### src/hdl/spq_pkg.sv
package spq_pkg;

   localparam logic [1:0] KIND_INSERT = 2'd0;
   localparam logic [1:0] KIND_LIST   = 2'd1;
   localparam logic [1:0] KIND_POP    = 2'd2;

   localparam logic [1:0] STATUS_OK    = 2'd0;
   localparam logic [1:0] STATUS_EMPTY = 2'd1;
   localparam logic [1:0] STATUS_FULL  = 2'd2;

   localparam int MAX_RESULTS = 16;

   typedef struct packed {
      logic [1:0]         kind;
      logic signed [31:0] value;
   } req_word_type;

   typedef struct packed {
      logic [1:0]         status;
      logic signed [31:0] entry_value;
      logic [4:0]         position;
      logic [4:0]         entry_count;
      logic               is_last;
   } rsp_word_type;

   typedef enum logic [1:0] {
      DP_HOLD,
      DP_INSERT,
      DP_POP,
      DP_ROTATE
   } dp_op_type;

   typedef struct packed {
      dp_op_type          op;
      logic signed [31:0] value;
   } dp_cmd_type;

endpackage

### src/hdl/spq_datapath.sv
module spq_datapath #(
   parameter int CAPACITY = 16,
   parameter int CW       = $clog2(CAPACITY + 1)
) (
   input  logic                clock,
   input  logic                reset,
   input  spq_pkg::dp_cmd_type cmd,
   output logic [CW-1:0]       count,
   output logic signed [31:0]  head
);
   import spq_pkg::*;

   logic signed [31:0] entries_ff [CAPACITY];
   logic signed [31:0] entries_in [CAPACITY];
   logic [CW-1:0]      count_ff;
   logic [CW-1:0]      count_in;
   logic [CAPACITY-1:0] after;

   // after[i]: entry i sits at or behind the insert point
   always_comb begin
      for (int i = 0; i < CAPACITY; i++) begin
         if (i == 0) begin
            after[i] = (count_ff == '0) || (cmd.value < entries_ff[0]);
         end else begin
            after[i] = (CW'(i) >= count_ff) || (entries_ff[i] >= cmd.value);
         end
      end
   end

   always_comb begin
      count_in = count_ff;
      for (int i = 0; i < CAPACITY; i++) begin
         entries_in[i] = entries_ff[i];
      end
      case (cmd.op)
         DP_INSERT: begin
            count_in = count_ff + CW'(1);
            for (int i = 0; i < CAPACITY; i++) begin
               if (!after[i]) begin
                  entries_in[i] = entries_ff[i];
               end else if (i == 0) begin
                  entries_in[i] = cmd.value;
               end else if (!after[i-1]) begin
                  entries_in[i] = cmd.value;
               end else begin
                  entries_in[i] = entries_ff[i-1];
               end
            end
         end
         DP_POP: begin
            count_in = count_ff - CW'(1);
            for (int i = 0; i < CAPACITY - 1; i++) begin
               entries_in[i] = entries_ff[i+1];
            end
         end
         DP_ROTATE: begin
            for (int i = 0; i < CAPACITY; i++) begin
               if ((CW'(i) == count_ff - CW'(1)) || (i == CAPACITY - 1)) begin
                  entries_in[i] = entries_ff[0];
               end else begin
                  entries_in[i] = entries_ff[(i + 1) % CAPACITY];
               end
            end
         end
         default: begin
            count_in = count_ff;
         end
      endcase
   end

   always_ff @(posedge clock) begin
      if (reset) begin
         count_ff <= '0;
      end else begin
         count_ff <= count_in;
      end
      for (int i = 0; i < CAPACITY; i++) begin
         entries_ff[i] <= entries_in[i];
      end
   end

   assign count = count_ff;
   assign head  = entries_ff[0];

endmodule

### src/hdl/spq_control.sv
module spq_control #(
   parameter int CAPACITY = 16,
   parameter int CW       = $clog2(CAPACITY + 1),
   parameter int IW       = (CAPACITY > 1) ? $clog2(CAPACITY) : 1
) (
   input  logic                  clock,
   input  logic                  reset,
   input  logic                  req_valid,
   output logic                  req_stall,
   input  spq_pkg::req_word_type req_word,
   output logic                  rsp_valid,
   input  logic                  rsp_stall,
   output spq_pkg::rsp_word_type rsp_word,
   output spq_pkg::dp_cmd_type   cmd,
   input  logic [CW-1:0]         count,
   input  logic signed [31:0]    head
);
   import spq_pkg::*;

   typedef enum logic [1:0] {
      S_IDLE,
      S_HOLD,
      S_LIST
   } ctl_state_type;

   ctl_state_type state_ff, state_in;
   req_word_type  held_ff, held_in;
   logic [IW-1:0] idx_ff, idx_in;
   rsp_word_type  rsp_ff, rsp_in;
   logic          rsp_valid_ff, rsp_valid_in;

   logic          out_free;
   logic          accept;
   logic          go;
   req_word_type  item;
   logic          emitting;
   logic [31:0]   emit_total;
   logic [31:0]   pos_next;
   logic [31:0]   cnt_inc;
   logic [31:0]   cnt_dec;
   logic          load;

   assign out_free   = !rsp_valid_ff || !rsp_stall;
   assign req_stall  = (state_ff != S_IDLE);
   assign accept     = req_valid && !req_stall;
   assign item       = (state_ff == S_IDLE) ? req_word : held_ff;
   assign go         = ((state_ff == S_IDLE) && accept && out_free)
                    || ((state_ff == S_HOLD) && out_free);
   assign emitting   = (32'(idx_ff) < 32'(MAX_RESULTS));
   assign emit_total = (32'(count) > 32'(MAX_RESULTS)) ? 32'(MAX_RESULTS) : 32'(count);
   assign pos_next   = 32'(idx_ff) + 32'd1;
   assign cnt_inc    = 32'(count) + 32'd1;
   assign cnt_dec    = 32'(count) - 32'd1;

   always_comb begin
      state_in  = state_ff;
      held_in   = held_ff;
      idx_in    = idx_ff;
      rsp_in    = rsp_ff;
      load      = 1'b0;
      cmd.op    = DP_HOLD;
      cmd.value = item.value;
      case (state_ff)
         S_IDLE, S_HOLD: begin
            if ((state_ff == S_IDLE) && accept && !out_free) begin
               held_in  = req_word;
               state_in = S_HOLD;
            end
            if (go) begin
               state_in = S_IDLE;
               rsp_in   = '0;
               rsp_in.is_last = 1'b1;
               case (item.kind)
                  KIND_INSERT: begin
                     load = 1'b1;
                     if (count == CW'(CAPACITY)) begin
                        rsp_in.status      = STATUS_FULL;
                        rsp_in.entry_count = 5'(count);
                     end else begin
                        cmd.op             = DP_INSERT;
                        rsp_in.status      = STATUS_OK;
                        rsp_in.entry_count = cnt_inc[4:0];
                     end
                  end
                  KIND_POP: begin
                     load = 1'b1;
                     if (count == '0) begin
                        rsp_in.status = STATUS_EMPTY;
                     end else begin
                        cmd.op             = DP_POP;
                        rsp_in.status      = STATUS_OK;
                        rsp_in.entry_value = head;
                        rsp_in.entry_count = cnt_dec[4:0];
                     end
                  end
                  KIND_LIST: begin
                     if (count == '0) begin
                        load          = 1'b1;
                        rsp_in.status = STATUS_EMPTY;
                     end else begin
                        idx_in   = '0;
                        state_in = S_LIST;
                     end
                  end
                  default: begin
                     load = 1'b0;
                  end
               endcase
            end
         end
         S_LIST: begin
            if (!emitting || out_free) begin
               cmd.op = DP_ROTATE;
               if (emitting) begin
                  load               = 1'b1;
                  rsp_in.status      = STATUS_OK;
                  rsp_in.entry_value = head;
                  rsp_in.position    = pos_next[4:0];
                  rsp_in.entry_count = 5'(count);
                  rsp_in.is_last     = (pos_next == emit_total);
               end
               if (32'(idx_ff) == cnt_dec) begin
                  state_in = S_IDLE;
               end else begin
                  idx_in = idx_ff + IW'(1);
               end
            end
         end
         default: begin
            state_in = S_IDLE;
         end
      endcase
      if (load) begin
         rsp_valid_in = 1'b1;
      end else if (!rsp_stall) begin
         rsp_valid_in = 1'b0;
      end else begin
         rsp_valid_in = rsp_valid_ff;
      end
   end

   always_ff @(posedge clock) begin
      if (reset) begin
         state_ff     <= S_IDLE;
         rsp_valid_ff <= 1'b0;
         idx_ff       <= '0;
      end else begin
         state_ff     <= state_in;
         rsp_valid_ff <= rsp_valid_in;
         idx_ff       <= idx_in;
      end
      held_ff <= held_in;
      if (load) begin
         rsp_ff <= rsp_in;
      end
   end

   assign rsp_valid = rsp_valid_ff;
   assign rsp_word  = rsp_ff;

endmodule

### src/hdl/sorted_priority_queue_core.sv
// Sorted priority queue of up to CAPACITY signed 32-bit values, kept in
// ascending order in a row of registers. Insert and pop each give one
// registered word; back-to-back inserts and pops run at one per cycle while
// the result side keeps up. A list item walks the queue by rotating the row
// once per stored entry, giving one word per entry as the result side allows
// (at most 16 words are emitted; extra entries still rotate through).
// A list of an empty queue gives one word with status empty. A full queue
// drops an insert and reports status full. Kind code 3 is ignored.
module sorted_priority_queue_core #(
   parameter int CAPACITY = 16
) (
   input  logic                  clock,
   input  logic                  reset,
   input  logic                  req_valid,
   output logic                  req_stall,
   input  spq_pkg::req_word_type req_word,
   output logic                  rsp_valid,
   input  logic                  rsp_stall,
   output spq_pkg::rsp_word_type rsp_word
);
   import spq_pkg::*;

   localparam int CW = $clog2(CAPACITY + 1);

   dp_cmd_type         cmd;
   logic [CW-1:0]      count;
   logic signed [31:0] head;

   spq_control #(
      .CAPACITY (CAPACITY)
   ) u_control (
      .clock     (clock),
      .reset     (reset),
      .req_valid (req_valid),
      .req_stall (req_stall),
      .req_word  (req_word),
      .rsp_valid (rsp_valid),
      .rsp_stall (rsp_stall),
      .rsp_word  (rsp_word),
      .cmd       (cmd),
      .count     (count),
      .head      (head)
   );

   spq_datapath #(
      .CAPACITY (CAPACITY)
   ) u_datapath (
      .clock (clock),
      .reset (reset),
      .cmd   (cmd),
      .count (count),
      .head  (head)
   );

`ifndef SYNTHESIS
   a_count_range: assert property (@(posedge clock) disable iff (reset)
      32'(count) <= 32'(CAPACITY))
      else $error("occupancy above capacity");

   a_no_insert_full: assert property (@(posedge clock) disable iff (reset)
      cmd.op == DP_INSERT |-> count != CW'(CAPACITY))
      else $error("insert into full queue");

   a_no_shift_empty: assert property (@(posedge clock) disable iff (reset)
      (cmd.op == DP_POP || cmd.op == DP_ROTATE) |-> count != '0)
      else $error("pop or rotate of empty queue");

   a_insert_grows: assert property (@(posedge clock) disable iff (reset)
      cmd.op == DP_INSERT |=> count == $past(count) + CW'(1))
      else $error("insert did not grow occupancy");
`endif

endmodule
### config.mk
export PLATFORM = sky130hd
export DESIGN_NAME = sorted_priority_queue_core
export DESIGN_NICKNAME = d
export VERILOG_FILES = /design/src/hdl/spq_pkg.sv /design/src/hdl/spq_datapath.sv /design/src/hdl/spq_control.sv /design/src/hdl/sorted_priority_queue_core.sv
export SDC_FILE = /design/constraint.sdc
export NUM_CORES = 2
export LEC_CHECK = 0
export BUFFER_PORTS_ARGS = -buffer_cell sky130_fd_sc_hd__buf_2
export CAP_MARGIN = 20
export CORE_ASPECT_RATIO = 0.9
export CORE_MARGIN = 2
export CORE_UTILIZATION = 45
export DETAILED_ROUTE_END_ITERATION = 8
export PLACE_DENSITY = 0.7
export SLEW_MARGIN = 20
export SYNTH_ARGS = -nofsm -noshare
export SYNTH_HDL_FRONTEND = slang
export SYNTH_SLANG_ARGS = --single-unit
### constraint.sdc
create_clock -name clock -period 6.95 [get_ports clock]
set_input_delay 1.39 -clock clock [delete_from_list [all_inputs] [get_ports clock]]
set_output_delay 1.39 -clock clock [all_outputs]
set_load 0.01 [all_outputs]
==> flow_summary.json <==
{
  "first_pass_iters": 9,
  "clk_path_buf_depth": 3,
  "vias": 45576,
  "crit_arrival_ns": 6.13,
  "tightest_slew_ns": 1.30,
  "dpl.hpwl_mm": 159,
  "synth_top_area_frac": 0.386,
  "placed_area_sq_um": 48400,
  "dieArea_sq_um": 105000,
  "status": "finished, violations left",
  "synth_cell_types": 96,
  "synth-seq-cells": 603,
  "slew_headroom": 0.128,
  "grt_usage": 0.385,
  "coreArea_sq_um": 102000,
  "synth_ff_type": "edfxtp_1",
  "antenna_found_initial": 5,
  "drive_gt1_frac": 0.105,
  "htreeDepth": 3,
  "fp.dieH_microns": 307,
  "grt-ovfl-total": 0,
  "max-vdd-ir-drop_mv": 0.193,
  "required_ns": 7.36,
  "async_flop_share": 0,
  "p_leak_uw": 0.0194,
  "initial_utilization": 0.453,
  "io_buffers": 84,
  "synth_most_common_cell": "edfxtp_1",
  "cts_tree": "yes",
  "synth_edf_count": 591,
  "hold_violations": 0,
  "multi_input_area_sq_um": 26300,
  "synth_cells": 4879,
  "fin_tns_setup_ns": 0,
  "ant_nets": 0,
  "die_x_microns": 341,
  "critPathMaxFanout": 22,
  "fin_nets": 5319,
  "synth_area_sq_um": 46000,
  "yosysWarnings": 0,
  "fin_crit_ns": 5.73,
  "ctsHoldBuffers": 0,
  "synth.top_cells.by_count": "edfxtp_1 (591), ha_1 (452), nand3_1 (395)",
  "finalInstanceArea_sq_um": 50800,
  "wire_per_inst_microns": 33.4,
  "violations": "DRC",
  "cts-buffers-inserted": 73,
  "synth.largest_area_cell": "edfxtp_1",
  "routabilityCongestion": 1.03,
  "rsz0062_at_grt": "no",
  "grt_pass1_vias": 41530,
  "seq_area_sq_um": 18000,
  "num_io_pins": 85,
  "ys_top_cells_by_area": "edfxtp_1 (39%), ha_1 (12%), a22oi_1 (5.2%)",
  "critPathLaunchType": "register",
  "ctsResizeCount": 0,
  "report.final.slew_viol_count": 0,
  "grt_pass1_wl_mm": 297,
  "setup.worst_path.start": "u_control.state_ff[1]",
  "cts_sinks": 603,
  "hold_path.class": "register to register",
  "clk_pin_slew_ns": 0.06,
  "drc": 7,
  "reg2reg_from": "u_control.state_ff[1]",
  "finalClockSkew_ns": 0.0286,
  "yosysSeqAreaShare": 0.391,
  "clock.fmax_mhz": 175,
  "p_per_area_nw_per_um2": 295,
  "critPathKind": "register to register",
  "hp-start": "u_control.idx_ff[1]",
  "endpoint_kind": "register",
  "syn_area_per_cell_sq_um": 9.42,
  "area_growth_syn_to_layout_pct": 10.6,
  "wirelength_mm": 208,
  "synth_nets": 5369,
  "finalCritPeriodShare": 0.824,
  "grt_max_degree": 90,
  "first_iter_violations": 8325,
  "maxCapViolCount": 0,
  "rows": 111,
  "setup_viol": 0,
  "cts_setup_buffers": 0,
  "viasPerCell": 7.30,
  "fillers": 9332,
  "clk-insertion-delay-late_ns": 0.68,
  "root_buffer": "clkbuf_16"
}
cell usage in the layout (no fill, tap or decap), types with 28 or more instances in the layout:
cell / synthesis / final
nand2_1: 345 / 344
xnor2_1: 39 / 39
buf_4: 5 / 190
a21oi_1: 209 / 202
or3_1: 48 / 48
and3_1: 29 / 28
a22oi_1: 319 / 319
nand3_1: 395 / 395
o211ai_1: 180 / 180
a221o_1: 39 / 39
a211o_1: 38 / 38
nor3_1: 66 / 64
a31oi_1: 34 / 32
nor2_1: 263 / 236
a2111o_1: 28 / 28
buf_2: 49 / 85
ha_1: 452 / 451
nand4_1: 275 / 275
clkbuf_16: 0 / 75
a21o_1: 78 / 78
mux2i_1: 99 / 76
edfxtp_1: 591 / 591
a22o_1: 64 / 64
nand4b_1: 35 / 35
inv_1: 136 / 136
o21ai_0: 352 / 351
sequential cells by signal, summed over array words and instances (netlist names):
register and flops:
u_datapath.count 5, u_control.rsp_word 45, u_control.state_ff 2, u_datapath.entries_ff 512, u_control.rsp_valid 1, u_control.held_ff 34
u_control.idx_ff 4
per-layer routing:
layer | global-route usage | wire length (microns) | up-vias
met2 | 0.501 | 79000 | 4022
met3 | 0.143 | 35600 | 444
li1 | - | - | 19178
met1 | 0.569 | 84900 | 21928
met4 | 0.143 | 8690 | 4
met5 | 0.00602 | 93 | -
through the flow:
stage                     utilization  total power (uW)  hold WS, ns  setup slack (ns)  std cells
after global placement          0.476             10600        0.566             0.947       6108
after floorplan                     -              8560        0.529             0.609       4879
after CTS                       0.500             14700        0.576              1.17       6243
after detailed placement        0.477             10700        0.566             0.889       6109
final                           0.501             15000        0.577              1.22       6246
after global routing            0.501             15500        0.612              1.33       6244
area by class of cell:
class,count,area share
Tap cell,1356,0.0334
Antenna cell,2,0.0000985
Clock buffer,95,0.0386
Sequential cell,603,0.354
Timing Repair Buffer,280,0.0384
Inverter,143,0.0106
Multi-Input combinational cell,3728,0.517
Clock inverter,39,0.00844
critical path: stages, from the launching register on:
cell and delay (ns):
dfxtp_1 0.38, nor2_4 0.07, inv_1 0.51, buf_4 0.30, nand2_1 0.07, nand2_1 0.37, inv_1 0.30, buf_4 0.28
ha_1 0.29, nand3_1 0.13, a211oi_1 0.07, a2111oi_1 0.68, o311ai_1 0.27, a2111o_1 0.61, or3_1 0.44, a21oi_1 0.25
nor2_4 0.15, buf_12 0.24
cell families (layout without fill, tap and decap cells):
| logic type | after synthesis | after routing | share of synthesized area |
|---|---|---|---|
| simple gates | 1577 | 1577 | 0.174 |
| compound gates | 1538 | 1538 | 0.230 |
| flops | 603 | 603 | 0.391 |
| buf+inv | 548 | 557 | 0.0480 |
| fa+ha+maj | 462 | 462 | 0.125 |
| mux | 102 | 102 | 0.0223 |
| xor+xnor | 49 | 49 | 0.00934 |
| other cells | 0 | 2 | 0 |
report_power, final:
part | switching [uW] | total, uW | internal (uW)
clock network | 1720 | 4020 | 2300
registers | 799 | 5770 | 4980
logic | 3460 | 5190 | 1720
path summary, 6_finish.rpt:
path | endpoint | slack, ns | cells past startpoint
max | u_datapath.entries_ff[0][249] | 1.22 | 17
min | u_control.idx_ff[1] | 0.58 | 2
max reg2reg | u_datapath.entries_ff[0][249] | 1.22 | 17
min reg2reg | u_control.idx_ff[1] | 0.58 | 2
No activity file was read; power rests on OpenSTA's default activity.
